--- src/rtl/itpt_pkg.sv ---
// ----------------------------------------------------------------------------
// itpt_pkg: shared types and constants of the integer-to-text unit
// Flag bit positions, character codes, digit-serial divider sizing and
// the control structs passed between the top level and its sub-blocks.
// ----------------------------------------------------------------------------
package itpt_pkg;

   // value and digit sizing
   localparam int VALUE_WIDTH       = 64;
   localparam int DIGIT_SLOTS       = 64;
   localparam int DIGIT_WIDTH       = 6;
   localparam int DIGIT_COUNT_WIDTH = $clog2(DIGIT_SLOTS + 1);

   // divider: quotient bits resolved per cycle
   localparam int DIV_BITS   = 8;
   localparam int DIV_STEPS  = VALUE_WIDTH / DIV_BITS;
   localparam int STEP_WIDTH = $clog2(DIV_STEPS);

   // radix limits
   localparam logic [5:0] RADIX_MIN = 6'd2;
   localparam logic [5:0] RADIX_MAX = 6'd36;
   localparam logic [5:0] RADIX_OCT = 6'd8;
   localparam logic [5:0] RADIX_HEX = 6'd16;

   // format flag bit positions
   localparam int ZERO_FILL_POS = 0;
   localparam int SIGNED_POS    = 1;
   localparam int PLUS_POS      = 2;
   localparam int SPACE_POS     = 3;
   localparam int LEFT_POS      = 4;
   localparam int ALT_POS       = 5;
   localparam int UPPER_POS     = 6;

   // ascii codes
   localparam logic [6:0] CHAR_SPACE   = 7'h20;
   localparam logic [6:0] CHAR_PLUS    = 7'h2b;
   localparam logic [6:0] CHAR_MINUS   = 7'h2d;
   localparam logic [6:0] CHAR_ZERO    = 7'h30;
   localparam logic [6:0] CHAR_UPPER_A = 7'h41;
   localparam logic [6:0] CHAR_LOWER_A = 7'h61;
   localparam logic [6:0] CHAR_UPPER_X = 7'h58;
   localparam logic [6:0] CHAR_LOWER_X = 7'h78;

   typedef enum logic [1:0] {
      ST_IDLE,
      ST_CONVERT,
      ST_SETUP,
      ST_EMIT
   } state_type;

   typedef enum logic [1:0] {
      SIGN_NONE,
      SIGN_MINUS,
      SIGN_PLUS,
      SIGN_SPACE
   } sign_type;

   typedef struct packed {
      logic                   done;
      logic                   more;
      logic [DIGIT_WIDTH-1:0] digit;
   } div_status_type;

   typedef struct packed {
      logic push;
      logic pop;
   } stack_ctl_type;

   // digit value to ascii, 0-9 then letters
   function automatic logic [6:0] digit_to_ascii(input logic [DIGIT_WIDTH-1:0] d,
                                                 input logic upper);
      logic [6:0] base;
      base = upper ? CHAR_UPPER_A : CHAR_LOWER_A;
      if (d < 6'd10) begin
         digit_to_ascii = CHAR_ZERO + 7'(d);
      end else begin
         digit_to_ascii = base + 7'(d) - 7'd10;
      end
   endfunction

endpackage

--- src/rtl/itpt_if.sv ---
// ----------------------------------------------------------------------------
// itpt_if: request and response channel interfaces
// Valid/ready channels carrying one value to format and one output character.
// ----------------------------------------------------------------------------
interface itpt_req_if;
   logic        valid;
   logic        ready;
   logic [63:0] value_bits;
   logic [5:0]  radix;
   logic [5:0]  field_width;
   logic [5:0]  min_digits;
   logic [6:0]  format_flags;

   modport source (output valid, value_bits, radix, field_width, min_digits, format_flags,
                   input ready);
   modport sink   (input valid, value_bits, radix, field_width, min_digits, format_flags,
                   output ready);
endinterface

interface itpt_rsp_if;
   logic       valid;
   logic       ready;
   logic [6:0] character;
   logic       last_char;

   modport source (output valid, character, last_char, input ready);
   modport sink   (input valid, character, last_char, output ready);
endinterface

--- src/rtl/itpt_serial_divider.sv ---
// ----------------------------------------------------------------------------
// itpt_serial_divider: digit-serial divide by radix
// The quotient rotates through a shift register a byte per cycle while a
// narrow remainder chain resolves eight quotient bits; one digit per pass.
// ----------------------------------------------------------------------------
module itpt_serial_divider (
   input  logic                              clock,
   input  logic                              reset,
   input  logic                              load,
   input  logic [itpt_pkg::VALUE_WIDTH-1:0]  load_value,
   input  logic [5:0]                        load_radix,
   output itpt_pkg::div_status_type          status
);

   localparam logic [itpt_pkg::STEP_WIDTH-1:0] StepLast =
      itpt_pkg::STEP_WIDTH'(itpt_pkg::DIV_STEPS - 1);

   logic                                  active_ff, active_in;
   logic [itpt_pkg::STEP_WIDTH-1:0]       step_ff, step_in;
   logic [itpt_pkg::VALUE_WIDTH-1:0]      quot_ff, quot_in;
   logic [itpt_pkg::DIGIT_WIDTH-1:0]      rem_ff, rem_in;
   logic                                  nz_ff, nz_in;
   logic [5:0]                            radix_ff, radix_in;

   logic [itpt_pkg::DIV_BITS-1:0]         qbyte;
   logic [itpt_pkg::DIGIT_WIDTH-1:0]      chain_rem;
   logic                                  last_step;

   // restoring division over the top byte of the rotating quotient
   always_comb begin
      logic [itpt_pkg::DIGIT_WIDTH:0] trial;
      logic [itpt_pkg::DIGIT_WIDTH-1:0] r;
      r     = rem_ff;
      qbyte = '0;
      for (int i = 0; i < itpt_pkg::DIV_BITS; i++) begin
         trial = {r, quot_ff[itpt_pkg::VALUE_WIDTH-1-i]};
         if (trial >= {1'b0, radix_ff}) begin
            trial = trial - {1'b0, radix_ff};
            qbyte[itpt_pkg::DIV_BITS-1-i] = 1'b1;
         end
         r = trial[itpt_pkg::DIGIT_WIDTH-1:0];
      end
      chain_rem = r;
   end

   assign last_step    = active_ff && (step_ff == StepLast);
   assign status.done  = last_step;
   assign status.more  = nz_ff || (qbyte != '0);
   assign status.digit = chain_rem;

   always_comb begin
      active_in = active_ff;
      step_in   = step_ff;
      quot_in   = quot_ff;
      rem_in    = rem_ff;
      nz_in     = nz_ff;
      radix_in  = radix_ff;
      if (load) begin
         active_in = 1'b1;
         step_in   = '0;
         quot_in   = load_value;
         rem_in    = '0;
         nz_in     = 1'b0;
         radix_in  = load_radix;
      end else if (active_ff) begin
         quot_in = {quot_ff[itpt_pkg::VALUE_WIDTH-itpt_pkg::DIV_BITS-1:0], qbyte};
         step_in = step_ff + itpt_pkg::STEP_WIDTH'(1);
         if (last_step) begin
            rem_in    = '0;
            nz_in     = 1'b0;
            active_in = status.more;
         end else begin
            rem_in = chain_rem;
            nz_in  = nz_ff || (qbyte != '0);
         end
      end
   end

   always_ff @(posedge clock) begin
      if (reset) begin
         active_ff <= 1'b0;
         step_ff   <= '0;
      end else begin
         active_ff <= active_in;
         step_ff   <= step_in;
      end
      quot_ff  <= quot_in;
      rem_ff   <= rem_in;
      nz_ff    <= nz_in;
      radix_ff <= radix_in;
   end

endmodule

--- src/rtl/itpt_digit_stack.sv ---
// ----------------------------------------------------------------------------
// itpt_digit_stack: last-in first-out digit store
// Shift-register stack; digits arrive least significant first and leave
// most significant first from the head slot.
// ----------------------------------------------------------------------------
module itpt_digit_stack (
   input  logic                                clock,
   input  itpt_pkg::stack_ctl_type             ctl,
   input  logic [itpt_pkg::DIGIT_WIDTH-1:0]    push_digit,
   output logic [itpt_pkg::DIGIT_WIDTH-1:0]    head_digit
);

   logic [itpt_pkg::DIGIT_WIDTH-1:0] slot_ff [itpt_pkg::DIGIT_SLOTS];
   logic [itpt_pkg::DIGIT_WIDTH-1:0] slot_in [itpt_pkg::DIGIT_SLOTS];

   always_comb begin
      for (int i = 0; i < itpt_pkg::DIGIT_SLOTS; i++) begin
         slot_in[i] = slot_ff[i];
      end
      if (ctl.push) begin
         slot_in[0] = push_digit;
         for (int i = 1; i < itpt_pkg::DIGIT_SLOTS; i++) begin
            slot_in[i] = slot_ff[i-1];
         end
      end else if (ctl.pop) begin
         for (int i = 0; i < itpt_pkg::DIGIT_SLOTS - 1; i++) begin
            slot_in[i] = slot_ff[i+1];
         end
      end
   end

   always_ff @(posedge clock) begin
      for (int i = 0; i < itpt_pkg::DIGIT_SLOTS; i++) begin
         slot_ff[i] <= slot_in[i];
      end
   end

   assign head_digit = slot_ff[0];

endmodule

--- src/rtl/integer_to_padded_text_unit.sv ---
// ----------------------------------------------------------------------------
// integer_to_padded_text_unit: printf-style integer to ascii formatter
// Converts a 64-bit value to radix digits, then emits sign, prefix, fill,
// digits and padding one character per response transaction.
// ----------------------------------------------------------------------------
//  channel    dir  payload                                          end marker
//  req_chan   in   value_bits, radix, field_width, min_digits,      -
//                  format_flags
//  rsp_chan   out  character                                        last_char
//
//  the divider resolves eight quotient bits per cycle through its remainder
//  chain to form 1..64 digits, the setup state then computes the layout, and
//  emission gives one character per cycle while rsp_chan is not stalled
//  req_chan is ready only in idle; a request with a radix outside 2..36 is
//  accepted and dropped, staying in idle with no response
//  reset is synchronous and clears the sequencer and the output valid
//  a stalled rsp_chan holds the output register and freezes emission
// ----------------------------------------------------------------------------
module integer_to_padded_text_unit #(
   parameter int MAX_FIELD = 48
) (
   input  logic       clock,
   input  logic       reset,
   itpt_req_if.sink   req_chan,
   itpt_rsp_if.source rsp_chan
);

   // widths of layout positions: pad + sign + prefix + digits, with margin
   localparam int CW = $clog2(MAX_FIELD + itpt_pkg::DIGIT_SLOTS + 4);
   localparam int NW = itpt_pkg::DIGIT_COUNT_WIDTH;
   localparam logic [5:0]    MaxFieldSat = 6'(MAX_FIELD);
   localparam logic [CW-1:0] OutLimit    = CW'(MAX_FIELD + 3);

   // sequencer
   itpt_pkg::state_type state_ff, state_in;

   // per-transaction format registers
   logic [5:0]         width_ff, width_in;
   logic [5:0]         prec_ff, prec_in;
   logic               zero_ff, zero_in;
   logic               left_ff, left_in;
   logic               upper_ff, upper_in;
   logic [1:0]         prefix_len_ff, prefix_len_in;
   itpt_pkg::sign_type sign_ff, sign_in;
   logic [NW-1:0]      nd_ff, nd_in;

   // layout boundaries, positions counted from the first character
   logic [CW-1:0] lead_end_ff, lead_end_in;
   logic [CW-1:0] sign_end_ff, sign_end_in;
   logic [CW-1:0] pref_end_ff, pref_end_in;
   logic [CW-1:0] zero_end_ff, zero_end_in;
   logic [CW-1:0] dig_end_ff, dig_end_in;
   logic [CW-1:0] last_idx_ff, last_idx_in;
   logic [CW-1:0] emit_idx_ff, emit_idx_in;

   // output register
   logic       rsp_valid_ff, rsp_valid_in;
   logic [6:0] char_ff, char_in;
   logic       last_ff, last_in;

   // control
   logic                                 accept;
   logic                                 radix_ok;
   logic                                 div_load;
   logic                                 load_out;
   logic                                 in_digits;
   logic [6:0]                           char_sel;
   logic                                 last_sel;
   logic [itpt_pkg::VALUE_WIDTH-1:0]     magnitude;
   itpt_pkg::sign_type                   sign_sel;
   itpt_pkg::div_status_type             div_status;
   itpt_pkg::stack_ctl_type              stack_ctl;
   logic [itpt_pkg::DIGIT_WIDTH-1:0]     head_digit;

   assign accept   = req_chan.valid && req_chan.ready;
   assign radix_ok = (req_chan.radix >= itpt_pkg::RADIX_MIN) &&
                     (req_chan.radix <= itpt_pkg::RADIX_MAX);
   assign req_chan.ready = (state_ff == itpt_pkg::ST_IDLE);

   // sign choice and magnitude, two's complement negate for a negative value
   always_comb begin
      logic [6:0] f;
      f = req_chan.format_flags;
      sign_sel  = itpt_pkg::SIGN_NONE;
      magnitude = req_chan.value_bits;
      if (f[itpt_pkg::SIGNED_POS]) begin
         if (req_chan.value_bits[itpt_pkg::VALUE_WIDTH-1]) begin
            sign_sel  = itpt_pkg::SIGN_MINUS;
            magnitude = '0 - req_chan.value_bits;
         end else if (f[itpt_pkg::PLUS_POS]) begin
            sign_sel = itpt_pkg::SIGN_PLUS;
         end else if (f[itpt_pkg::SPACE_POS]) begin
            sign_sel = itpt_pkg::SIGN_SPACE;
         end
      end
   end

   itpt_serial_divider u_divider (
      .clock      (clock),
      .reset      (reset),
      .load       (div_load),
      .load_value (magnitude),
      .load_radix (req_chan.radix),
      .status     (div_status)
   );

   itpt_digit_stack u_stack (
      .clock      (clock),
      .ctl        (stack_ctl),
      .push_digit (div_status.digit),
      .head_digit (head_digit)
   );

   // character at the current emission position
   always_comb begin
      in_digits = 1'b0;
      char_sel  = itpt_pkg::CHAR_SPACE;
      if (emit_idx_ff < lead_end_ff) begin
         char_sel = itpt_pkg::CHAR_SPACE;
      end else if (emit_idx_ff < sign_end_ff) begin
         unique case (sign_ff)
            itpt_pkg::SIGN_MINUS: char_sel = itpt_pkg::CHAR_MINUS;
            itpt_pkg::SIGN_PLUS:  char_sel = itpt_pkg::CHAR_PLUS;
            itpt_pkg::SIGN_SPACE: char_sel = itpt_pkg::CHAR_SPACE;
            itpt_pkg::SIGN_NONE:  char_sel = itpt_pkg::CHAR_SPACE;
            default:              char_sel = itpt_pkg::CHAR_SPACE;
         endcase
      end else if (emit_idx_ff < pref_end_ff) begin
         // octal prefix is a single zero, hex gets zero then x
         if (emit_idx_ff == sign_end_ff) begin
            char_sel = itpt_pkg::CHAR_ZERO;
         end else begin
            char_sel = upper_ff ? itpt_pkg::CHAR_UPPER_X : itpt_pkg::CHAR_LOWER_X;
         end
      end else if (emit_idx_ff < zero_end_ff) begin
         char_sel = itpt_pkg::CHAR_ZERO;
      end else if (emit_idx_ff < dig_end_ff) begin
         in_digits = 1'b1;
         char_sel  = itpt_pkg::digit_to_ascii(head_digit, upper_ff);
      end
      last_sel = (emit_idx_ff == last_idx_ff);
   end

   // next state
   always_comb begin
      state_in = state_ff;
      unique case (state_ff)
         itpt_pkg::ST_IDLE: begin
            if (accept && radix_ok) begin
               state_in = itpt_pkg::ST_CONVERT;
            end
         end
         itpt_pkg::ST_CONVERT: begin
            if (div_status.done && !div_status.more) begin
               state_in = itpt_pkg::ST_SETUP;
            end
         end
         itpt_pkg::ST_SETUP: begin
            state_in = itpt_pkg::ST_EMIT;
         end
         itpt_pkg::ST_EMIT: begin
            if (load_out && last_sel) begin
               state_in = itpt_pkg::ST_IDLE;
            end
         end
         default: state_in = itpt_pkg::ST_IDLE;
      endcase
   end

   // sequencer outputs
   always_comb begin
      div_load       = 1'b0;
      load_out       = 1'b0;
      stack_ctl.push = 1'b0;
      stack_ctl.pop  = 1'b0;
      unique case (state_ff)
         itpt_pkg::ST_IDLE:    div_load = accept && radix_ok;
         itpt_pkg::ST_CONVERT: stack_ctl.push = div_status.done;
         itpt_pkg::ST_SETUP:   ;
         itpt_pkg::ST_EMIT: begin
            load_out      = !rsp_valid_ff || rsp_chan.ready;
            stack_ctl.pop = load_out && in_digits;
         end
         default: ;
      endcase
   end

   // format capture, digit count and layout
   always_comb begin
      logic [6:0]    f;
      logic          sign_len;
      logic [NW-1:0] prec_eff;
      logic [CW-1:0] used;
      logic [CW-1:0] pad;
      logic [CW-1:0] lead;
      logic [CW-1:0] fill;
      logic [CW-1:0] tail;
      logic [CW-1:0] total;

      f             = req_chan.format_flags;
      total         = '0;
      width_in      = width_ff;
      prec_in       = prec_ff;
      zero_in       = zero_ff;
      left_in       = left_ff;
      upper_in      = upper_ff;
      prefix_len_in = prefix_len_ff;
      sign_in       = sign_ff;
      nd_in         = nd_ff;
      lead_end_in   = lead_end_ff;
      sign_end_in   = sign_end_ff;
      pref_end_in   = pref_end_ff;
      zero_end_in   = zero_end_ff;
      dig_end_in    = dig_end_ff;
      last_idx_in   = last_idx_ff;
      emit_idx_in   = emit_idx_ff;

      if (div_load) begin
         width_in = (req_chan.field_width > MaxFieldSat) ? MaxFieldSat : req_chan.field_width;
         prec_in  = (req_chan.min_digits > MaxFieldSat) ? MaxFieldSat : req_chan.min_digits;
         left_in  = f[itpt_pkg::LEFT_POS];
         // left justify cancels zero fill
         zero_in  = f[itpt_pkg::ZERO_FILL_POS] && !f[itpt_pkg::LEFT_POS];
         upper_in = f[itpt_pkg::UPPER_POS];
         sign_in  = sign_sel;
         prefix_len_in = 2'd0;
         if (f[itpt_pkg::ALT_POS]) begin
            if (req_chan.radix == itpt_pkg::RADIX_HEX) begin
               prefix_len_in = 2'd2;
            end else if (req_chan.radix == itpt_pkg::RADIX_OCT) begin
               prefix_len_in = 2'd1;
            end
         end
         nd_in = '0;
      end

      if (stack_ctl.push) begin
         nd_in = nd_ff + NW'(1);
      end

      // layout arithmetic, only latched in the setup cycle
      sign_len = (sign_ff != itpt_pkg::SIGN_NONE);
      prec_eff = (nd_ff > NW'(prec_ff)) ? nd_ff : NW'(prec_ff);
      used     = CW'(sign_len) + CW'(prefix_len_ff) + CW'(prec_eff);
      pad      = (CW'(width_ff) > used) ? CW'(width_ff) - used : '0;
      lead     = (!zero_ff && !left_ff) ? pad : '0;
      fill     = zero_ff ? pad : '0;
      tail     = left_ff ? pad : '0;
      if (state_ff == itpt_pkg::ST_SETUP) begin
         lead_end_in = lead;
         sign_end_in = lead + CW'(sign_len);
         pref_end_in = lead + CW'(sign_len) + CW'(prefix_len_ff);
         zero_end_in = lead + CW'(sign_len) + CW'(prefix_len_ff) + fill
                       + CW'(prec_eff - nd_ff);
         dig_end_in  = lead + CW'(sign_len) + CW'(prefix_len_ff) + fill + CW'(prec_eff);
         total       = dig_end_in + tail;
         // text beyond the output limit is dropped
         last_idx_in = (total > OutLimit) ? OutLimit - CW'(1) : total - CW'(1);
         emit_idx_in = '0;
      end

      if (load_out) begin
         emit_idx_in = emit_idx_ff + CW'(1);
      end
   end

   // output register
   always_comb begin
      rsp_valid_in = rsp_valid_ff;
      char_in      = char_ff;
      last_in      = last_ff;
      if (load_out) begin
         rsp_valid_in = 1'b1;
         char_in      = char_sel;
         last_in      = last_sel;
      end else if (rsp_chan.ready) begin
         rsp_valid_in = 1'b0;
      end
   end

   always_ff @(posedge clock) begin
      if (reset) begin
         state_ff     <= itpt_pkg::ST_IDLE;
         rsp_valid_ff <= 1'b0;
      end else begin
         state_ff     <= state_in;
         rsp_valid_ff <= rsp_valid_in;
      end
      width_ff      <= width_in;
      prec_ff       <= prec_in;
      zero_ff       <= zero_in;
      left_ff       <= left_in;
      upper_ff      <= upper_in;
      prefix_len_ff <= prefix_len_in;
      sign_ff       <= sign_in;
      nd_ff         <= nd_in;
      lead_end_ff   <= lead_end_in;
      sign_end_ff   <= sign_end_in;
      pref_end_ff   <= pref_end_in;
      zero_end_ff   <= zero_end_in;
      dig_end_ff    <= dig_end_in;
      last_idx_ff   <= last_idx_in;
      emit_idx_ff   <= emit_idx_in;
      char_ff       <= char_in;
      last_ff       <= last_in;
   end

   assign rsp_chan.valid     = rsp_valid_ff;
   assign rsp_chan.character = char_ff;
   assign rsp_chan.last_char = last_ff;

   // divider only finishes digits while the sequencer is converting
   assert property (@(posedge clock) disable iff (reset)
      div_status.done |-> state_ff == itpt_pkg::ST_CONVERT)
      else $error("divider digit outside conversion");

   // a value always has between one and sixty-four digits once emitting
   assert property (@(posedge clock) disable iff (reset)
      state_ff == itpt_pkg::ST_EMIT |->
         nd_ff != '0 && nd_ff <= NW'(itpt_pkg::DIGIT_SLOTS))
      else $error("digit count out of range during emission");

   // emission never runs past the final character
   assert property (@(posedge clock) disable iff (reset)
      state_ff == itpt_pkg::ST_EMIT |-> emit_idx_ff <= last_idx_ff)
      else $error("emission index beyond last character");

   // loading the final character ends the transaction with it on the output
   assert property (@(posedge clock) disable iff (reset)
      load_out && last_sel |=> state_ff == itpt_pkg::ST_IDLE && rsp_valid_ff && last_ff)
      else $error("final character did not close the transaction");

endmodule

--- src/flat_wrapper.sv ---
// flat-port wrapper written by rule: the top's interface ports become plain ports
module integer_to_padded_text_unit_flat 
#(
   parameter int MAX_FIELD = 48
)
  (clock, reset, req_chan_valid, req_chan_value_bits, req_chan_radix, req_chan_field_width, req_chan_min_digits, req_chan_format_flags, req_chan_ready, rsp_chan_valid, rsp_chan_character, rsp_chan_last_char, rsp_chan_ready);
  itpt_req_if req_chan_i ();
  itpt_rsp_if rsp_chan_i ();
  input  logic clock;
  input  logic reset;
  input wire logic [$bits(req_chan_i.valid)-1:0] req_chan_valid;
  input wire logic [$bits(req_chan_i.value_bits)-1:0] req_chan_value_bits;
  input wire logic [$bits(req_chan_i.radix)-1:0] req_chan_radix;
  input wire logic [$bits(req_chan_i.field_width)-1:0] req_chan_field_width;
  input wire logic [$bits(req_chan_i.min_digits)-1:0] req_chan_min_digits;
  input wire logic [$bits(req_chan_i.format_flags)-1:0] req_chan_format_flags;
  output wire logic [$bits(req_chan_i.ready)-1:0] req_chan_ready;
  output wire logic [$bits(rsp_chan_i.valid)-1:0] rsp_chan_valid;
  output wire logic [$bits(rsp_chan_i.character)-1:0] rsp_chan_character;
  output wire logic [$bits(rsp_chan_i.last_char)-1:0] rsp_chan_last_char;
  input wire logic [$bits(rsp_chan_i.ready)-1:0] rsp_chan_ready;
  assign req_chan_i.valid = req_chan_valid;
  assign req_chan_i.value_bits = req_chan_value_bits;
  assign req_chan_i.radix = req_chan_radix;
  assign req_chan_i.field_width = req_chan_field_width;
  assign req_chan_i.min_digits = req_chan_min_digits;
  assign req_chan_i.format_flags = req_chan_format_flags;
  assign req_chan_ready = req_chan_i.ready;
  assign rsp_chan_valid = rsp_chan_i.valid;
  assign rsp_chan_character = rsp_chan_i.character;
  assign rsp_chan_last_char = rsp_chan_i.last_char;
  assign rsp_chan_i.ready = rsp_chan_ready;
  integer_to_padded_text_unit #(.MAX_FIELD(MAX_FIELD)) u_core (.clock(clock), .reset(reset), .req_chan(req_chan_i), .rsp_chan(rsp_chan_i));
endmodule
--- config.mk ---
export PLATFORM = sky130hd
export DESIGN_NAME = integer_to_padded_text_unit_flat
export DESIGN_NICKNAME = d
export VERILOG_FILES = /design/src/rtl/itpt_pkg.sv /design/src/rtl/itpt_if.sv /design/src/rtl/itpt_serial_divider.sv /design/src/rtl/itpt_digit_stack.sv /design/src/rtl/integer_to_padded_text_unit.sv /design/src/flat_wrapper.sv
export SDC_FILE = /design/constraint.sdc
export NUM_CORES = 1
export LEC_CHECK = 0
export BUFFER_PORTS_ARGS = -buffer_cell sky130_fd_sc_hd__buf_2
export CORE_ASPECT_RATIO = 1.5
export CORE_MARGIN = 5
export CORE_UTILIZATION = 51
export DETAILED_ROUTE_END_ITERATION = 12
export PLACE_DENSITY = 0.68
export SLEW_MARGIN = 5
export SYNTH_ARGS = -nofsm -noshare
export SYNTH_HDL_FRONTEND = slang
export SYNTH_SLANG_ARGS = --single-unit
--- constraint.sdc ---
create_clock -name clock -period 50.1 [get_ports clock]
set_input_delay 5.01 -clock clock [delete_from_list [all_inputs] [get_ports clock]]
set_output_delay 5.01 -clock clock [all_outputs]
set_load 0.005 [all_outputs]
==> metrics.md <==
| Metric | Value |
|---|---|
| Global placer's final weighted congestion | roughly 0.90 |
| Die area | around 63000 µm² |
| PortBufs | 102 |
| Fin. Hold Viols | 0 |
| Post-synth cell types | between 70 and 80 |
| Ratio of cells with drive above 1 in the final layout | 0.0793 |
| WL per Instance | ~16 µm |
| DR iter-0 viols | around 1300 |
| Post-synthesis instance total | between 3000 and 4000 |
| Fin crit share | 0.371 |
| Area share of the largest cell type after synthesis | 0.541 |
| Largest net degree at the start of global routing | about 210 |
| Antenna Nets Post-Route | 0 |
| Mapped Area | 29800 µm² |
| Drt via density | between 5 and 6 |
| Synth Flop Type | edfxtp_1 |
| HP Class | reg2reg |
| H-tree Lvls | 2 |
| Routed vias | between 20000 and 25000 |
| Deepest clock path buffer count | 3 |
| CP Launch Type | flip-flop |
| Post-CTS Setup Repair Bufs | 0 |
| Worst path max stage delay | 0.79 ns |
| Kind of critical path | reg2reg |
| Synth top area cells | edfxtp_1 54%, nand2_1 16%, ha_1 6.2% |
| Root buffer cell | clkbuf_16 |
| Outcome | finished clean |
| CTS Sinks | approximately 550 |
| Antenna violations before repair | 1 |
| Multi-input gate area | ~12000 µm² |
| Layout Skew | about 0.018 ns |
| TritonCTS Buffers | 53 |
| Crit path max fanout | 13 |
| Period minus WS final | roughly 19 ns |
| Fillcell total | roughly 5200 |
| DR DRC count | 0 |
| GR Overflow Total | 0 |
| #FFs+latches synth | between 500 and 600 |
| Routed WL | roughly 63 mm |
| RR Endpoint | u_core.u_stack.slot_ff[0][5] |
| Hold Buf Count CTS | 0 |
| Post-DP HPWL | approximately 43 mm |
| RSZ-0062 raised after global routing | no |
| Hold Crit Start | u_core.u_stack.slot_ff[1][182] |
| Fmax | between 0.05 and 0.06 GHz |
| Hold depth | 0 |
| Post_cts resized | 0 |
| Setup-failing EPs final | 0 |
| Relative slew slack | 0.203 |
| Slowest cell on crit path | edfxtp_1 |
| Clock transition at path regs | ~0.060 ns |
| Area growth syn-to-layout | 10.2% |
| Ports | between 100 and 150 |
| Hold worst-path end | u_core.u_stack.slot_ff[1][188] |
| Post-synth EDFFs | about 540 |
| Area occupied by registers | 16400 µm² |
| Final #Nets | about 3400 |
| Post-synth ARST share | 0 |
| Crit. End Element | flip-flop |
| Slew @ Worst Pin | ~1.2 ns |
| GR Util All Layers | 0.193 |
| Total number of yosys warnings | 0 |
| Drt pass-1 iters | 5 |
| Worst reg2reg path depth | between 70 and 80 |
| Max-Cap Viols | 0 |
| Row count | between 100 and 150 |
| Syn Nets | 3303 |
| R2R setup slack | between 30 and 40 ns |
| CTS tree | done |
| ANT cells | 0 |
| Max-slew violations | 0 |
| Worst Path Required | 50.41 ns |
| Area leader, netlist | edfxtp_1 |
| Die width | ~210 µm |
| Register area share after synthesis | 0.551 |
| CP arrival | 18.89 ns |
| Starting Density | 0.515 |
| Core area | approximately 58000 µm² |
| First-pass GRT wire length | a little over 100 mm |
| Mapped Avg Cell Area | between 9 and 10 µm² |
| Worst-Skew Late Latency | between 0.6 and 0.7 ns |
| Number of global-route vias before repair | ~21000 |
| Setup TNS | 0 ns |
| Chip height | around 300 µm |
| Worst r2r src | u_core.u_divider.radix_ff[1] |
[layout make-up]
| class | instances | area share |
|---|---|---|
| sequential | 551 | 0.500 |
| multi-input combinational | 2232 | 0.379 |
| clock buffer | 61 | 0.0416 |
| tap | 770 | 0.0294 |
| timing repair buffer | 115 | 0.0189 |
| inverter | 143 | 0.0166 |
| clock inverter | 37 | 0.0148 |
[how the worst max path moves through the flow]
stage / start / cells after the start / slack, ns / endpoint
after floorplan: rsp_chan_ready / 3 / 16.79 / u_core.u_stack.slot_ff[0][0]
after global placement: u_core.u_divider.radix_ff[1] / 74 / 31.87 / u_core.u_stack.slot_ff[0][0]
after detailed placement: u_core.u_divider.radix_ff[1] / 74 / 31.53 / u_core.u_stack.slot_ff[0][5]
after CTS: u_core.u_divider.radix_ff[1] / 75 / 31.51 / u_core.u_stack.slot_ff[0][5]
after global routing: u_core.u_divider.radix_ff[1] / 77 / 30.14 / u_core.u_stack.slot_ff[0][5]
final: u_core.u_divider.radix_ff[1] / 74 / 31.53 / u_core.u_stack.slot_ff[0][5]
[Yosys cell counts (31+ instances only)]
master	number
xnor2_1	90
inv_1	142
nand2_1	1235
a21oi_1	83
nor2_1	104
clkbuf_1	107
nor3_1	31
a21o_1	36
ha_1	147
edfxtp_1	537
o21ai_0	120
xor2_1	61
[per-layer routing]
metal / global-route usage / wire length [µm] / up-vias
met4: 0.0592 / 1840 / 0
met5: 0 / 0 / -
met3: 0.0272 / 2080 / 126
li1: - / - / 10400
met1: 0.236 / 26600 / 10100
met2: 0.353 / 32300 / 365
[critical path: cells and delay by family (launching register included)]
kind / cells / cell delay, ns
compound gates: 33 / 7.73
buf+inv: 7 / 0.95
mux: 8 / 2.81
simple gates: 18 / 3.63
fa+ha+maj: 8 / 2.37
flops: 1 / 0.79
[state kept, by name, summed over array words and instances, names as in the netlist, 6 cells and up]
register,flops
u_core.dig_end_ff,7
u_core.emit_idx_ff,7
u_core.last_idx_ff,7
u_core.lead_end_ff,7
u_core.nd_ff,7
u_core.prec_ff,6
u_core.pref_end_ff,7
u_core.rsp_chan.character,7
u_core.sign_end_ff,7
u_core.u_divider.quot_ff,64
u_core.u_divider.radix_ff,6
u_core.u_divider.rem_ff,6
u_core.u_stack.slot_ff,384
u_core.width_ff,6
u_core.zero_end_ff,7
[cell families (layout without fill, tap and decap cells)]
kind of cell / count (synthesis) / after routing / share of synthesized area
buffers and inverters: 259 / 356 / 0.0330
adder cells (fa/ha/maj): 168 / 168 / 0.0759
multiplexers: 45 / 45 / 0.0163
AND/OR/NAND/NOR: 1530 / 1530 / 0.209
XOR/XNOR: 152 / 152 / 0.0452
AO/OA/AOI/OAI: 337 / 337 / 0.0703
flip-flops: 551 / 551 / 0.551
[through the flow]
stage               hold WS (ns)  setup WS, ns   util  instances  cell area (µm²)
finish                     0.457         31.53  0.567       3909            32800
CTS                        0.461         31.51  0.567       3909            32800
global placement           0.434         31.87  0.535       3811            31000
detailed placement         0.440         31.53  0.535       3811            31000
floorplan                  0.426         16.79      -       3042            29800
global route               0.473         30.14  0.567       3909            32800
[layout by cell type (no fill, tap or decap), types with 26 or more instances in the layout]
master / instances
buf_2: 102
edfxtp_1: 537
nor2b_1: 26
ha_1: 146
nor3_1: 31
nor2_1: 104
a21oi_1: 83
a21o_1: 36
xor2_1: 61
clkbuf_16: 53
nand2_1: 1235
inv_1: 141
o21ai_0: 119
xnor2_1: 90
Power is left out: the tool's default activity adds up to more than one toggle a clock period on the data nets, which glitch-free logic cannot reach.
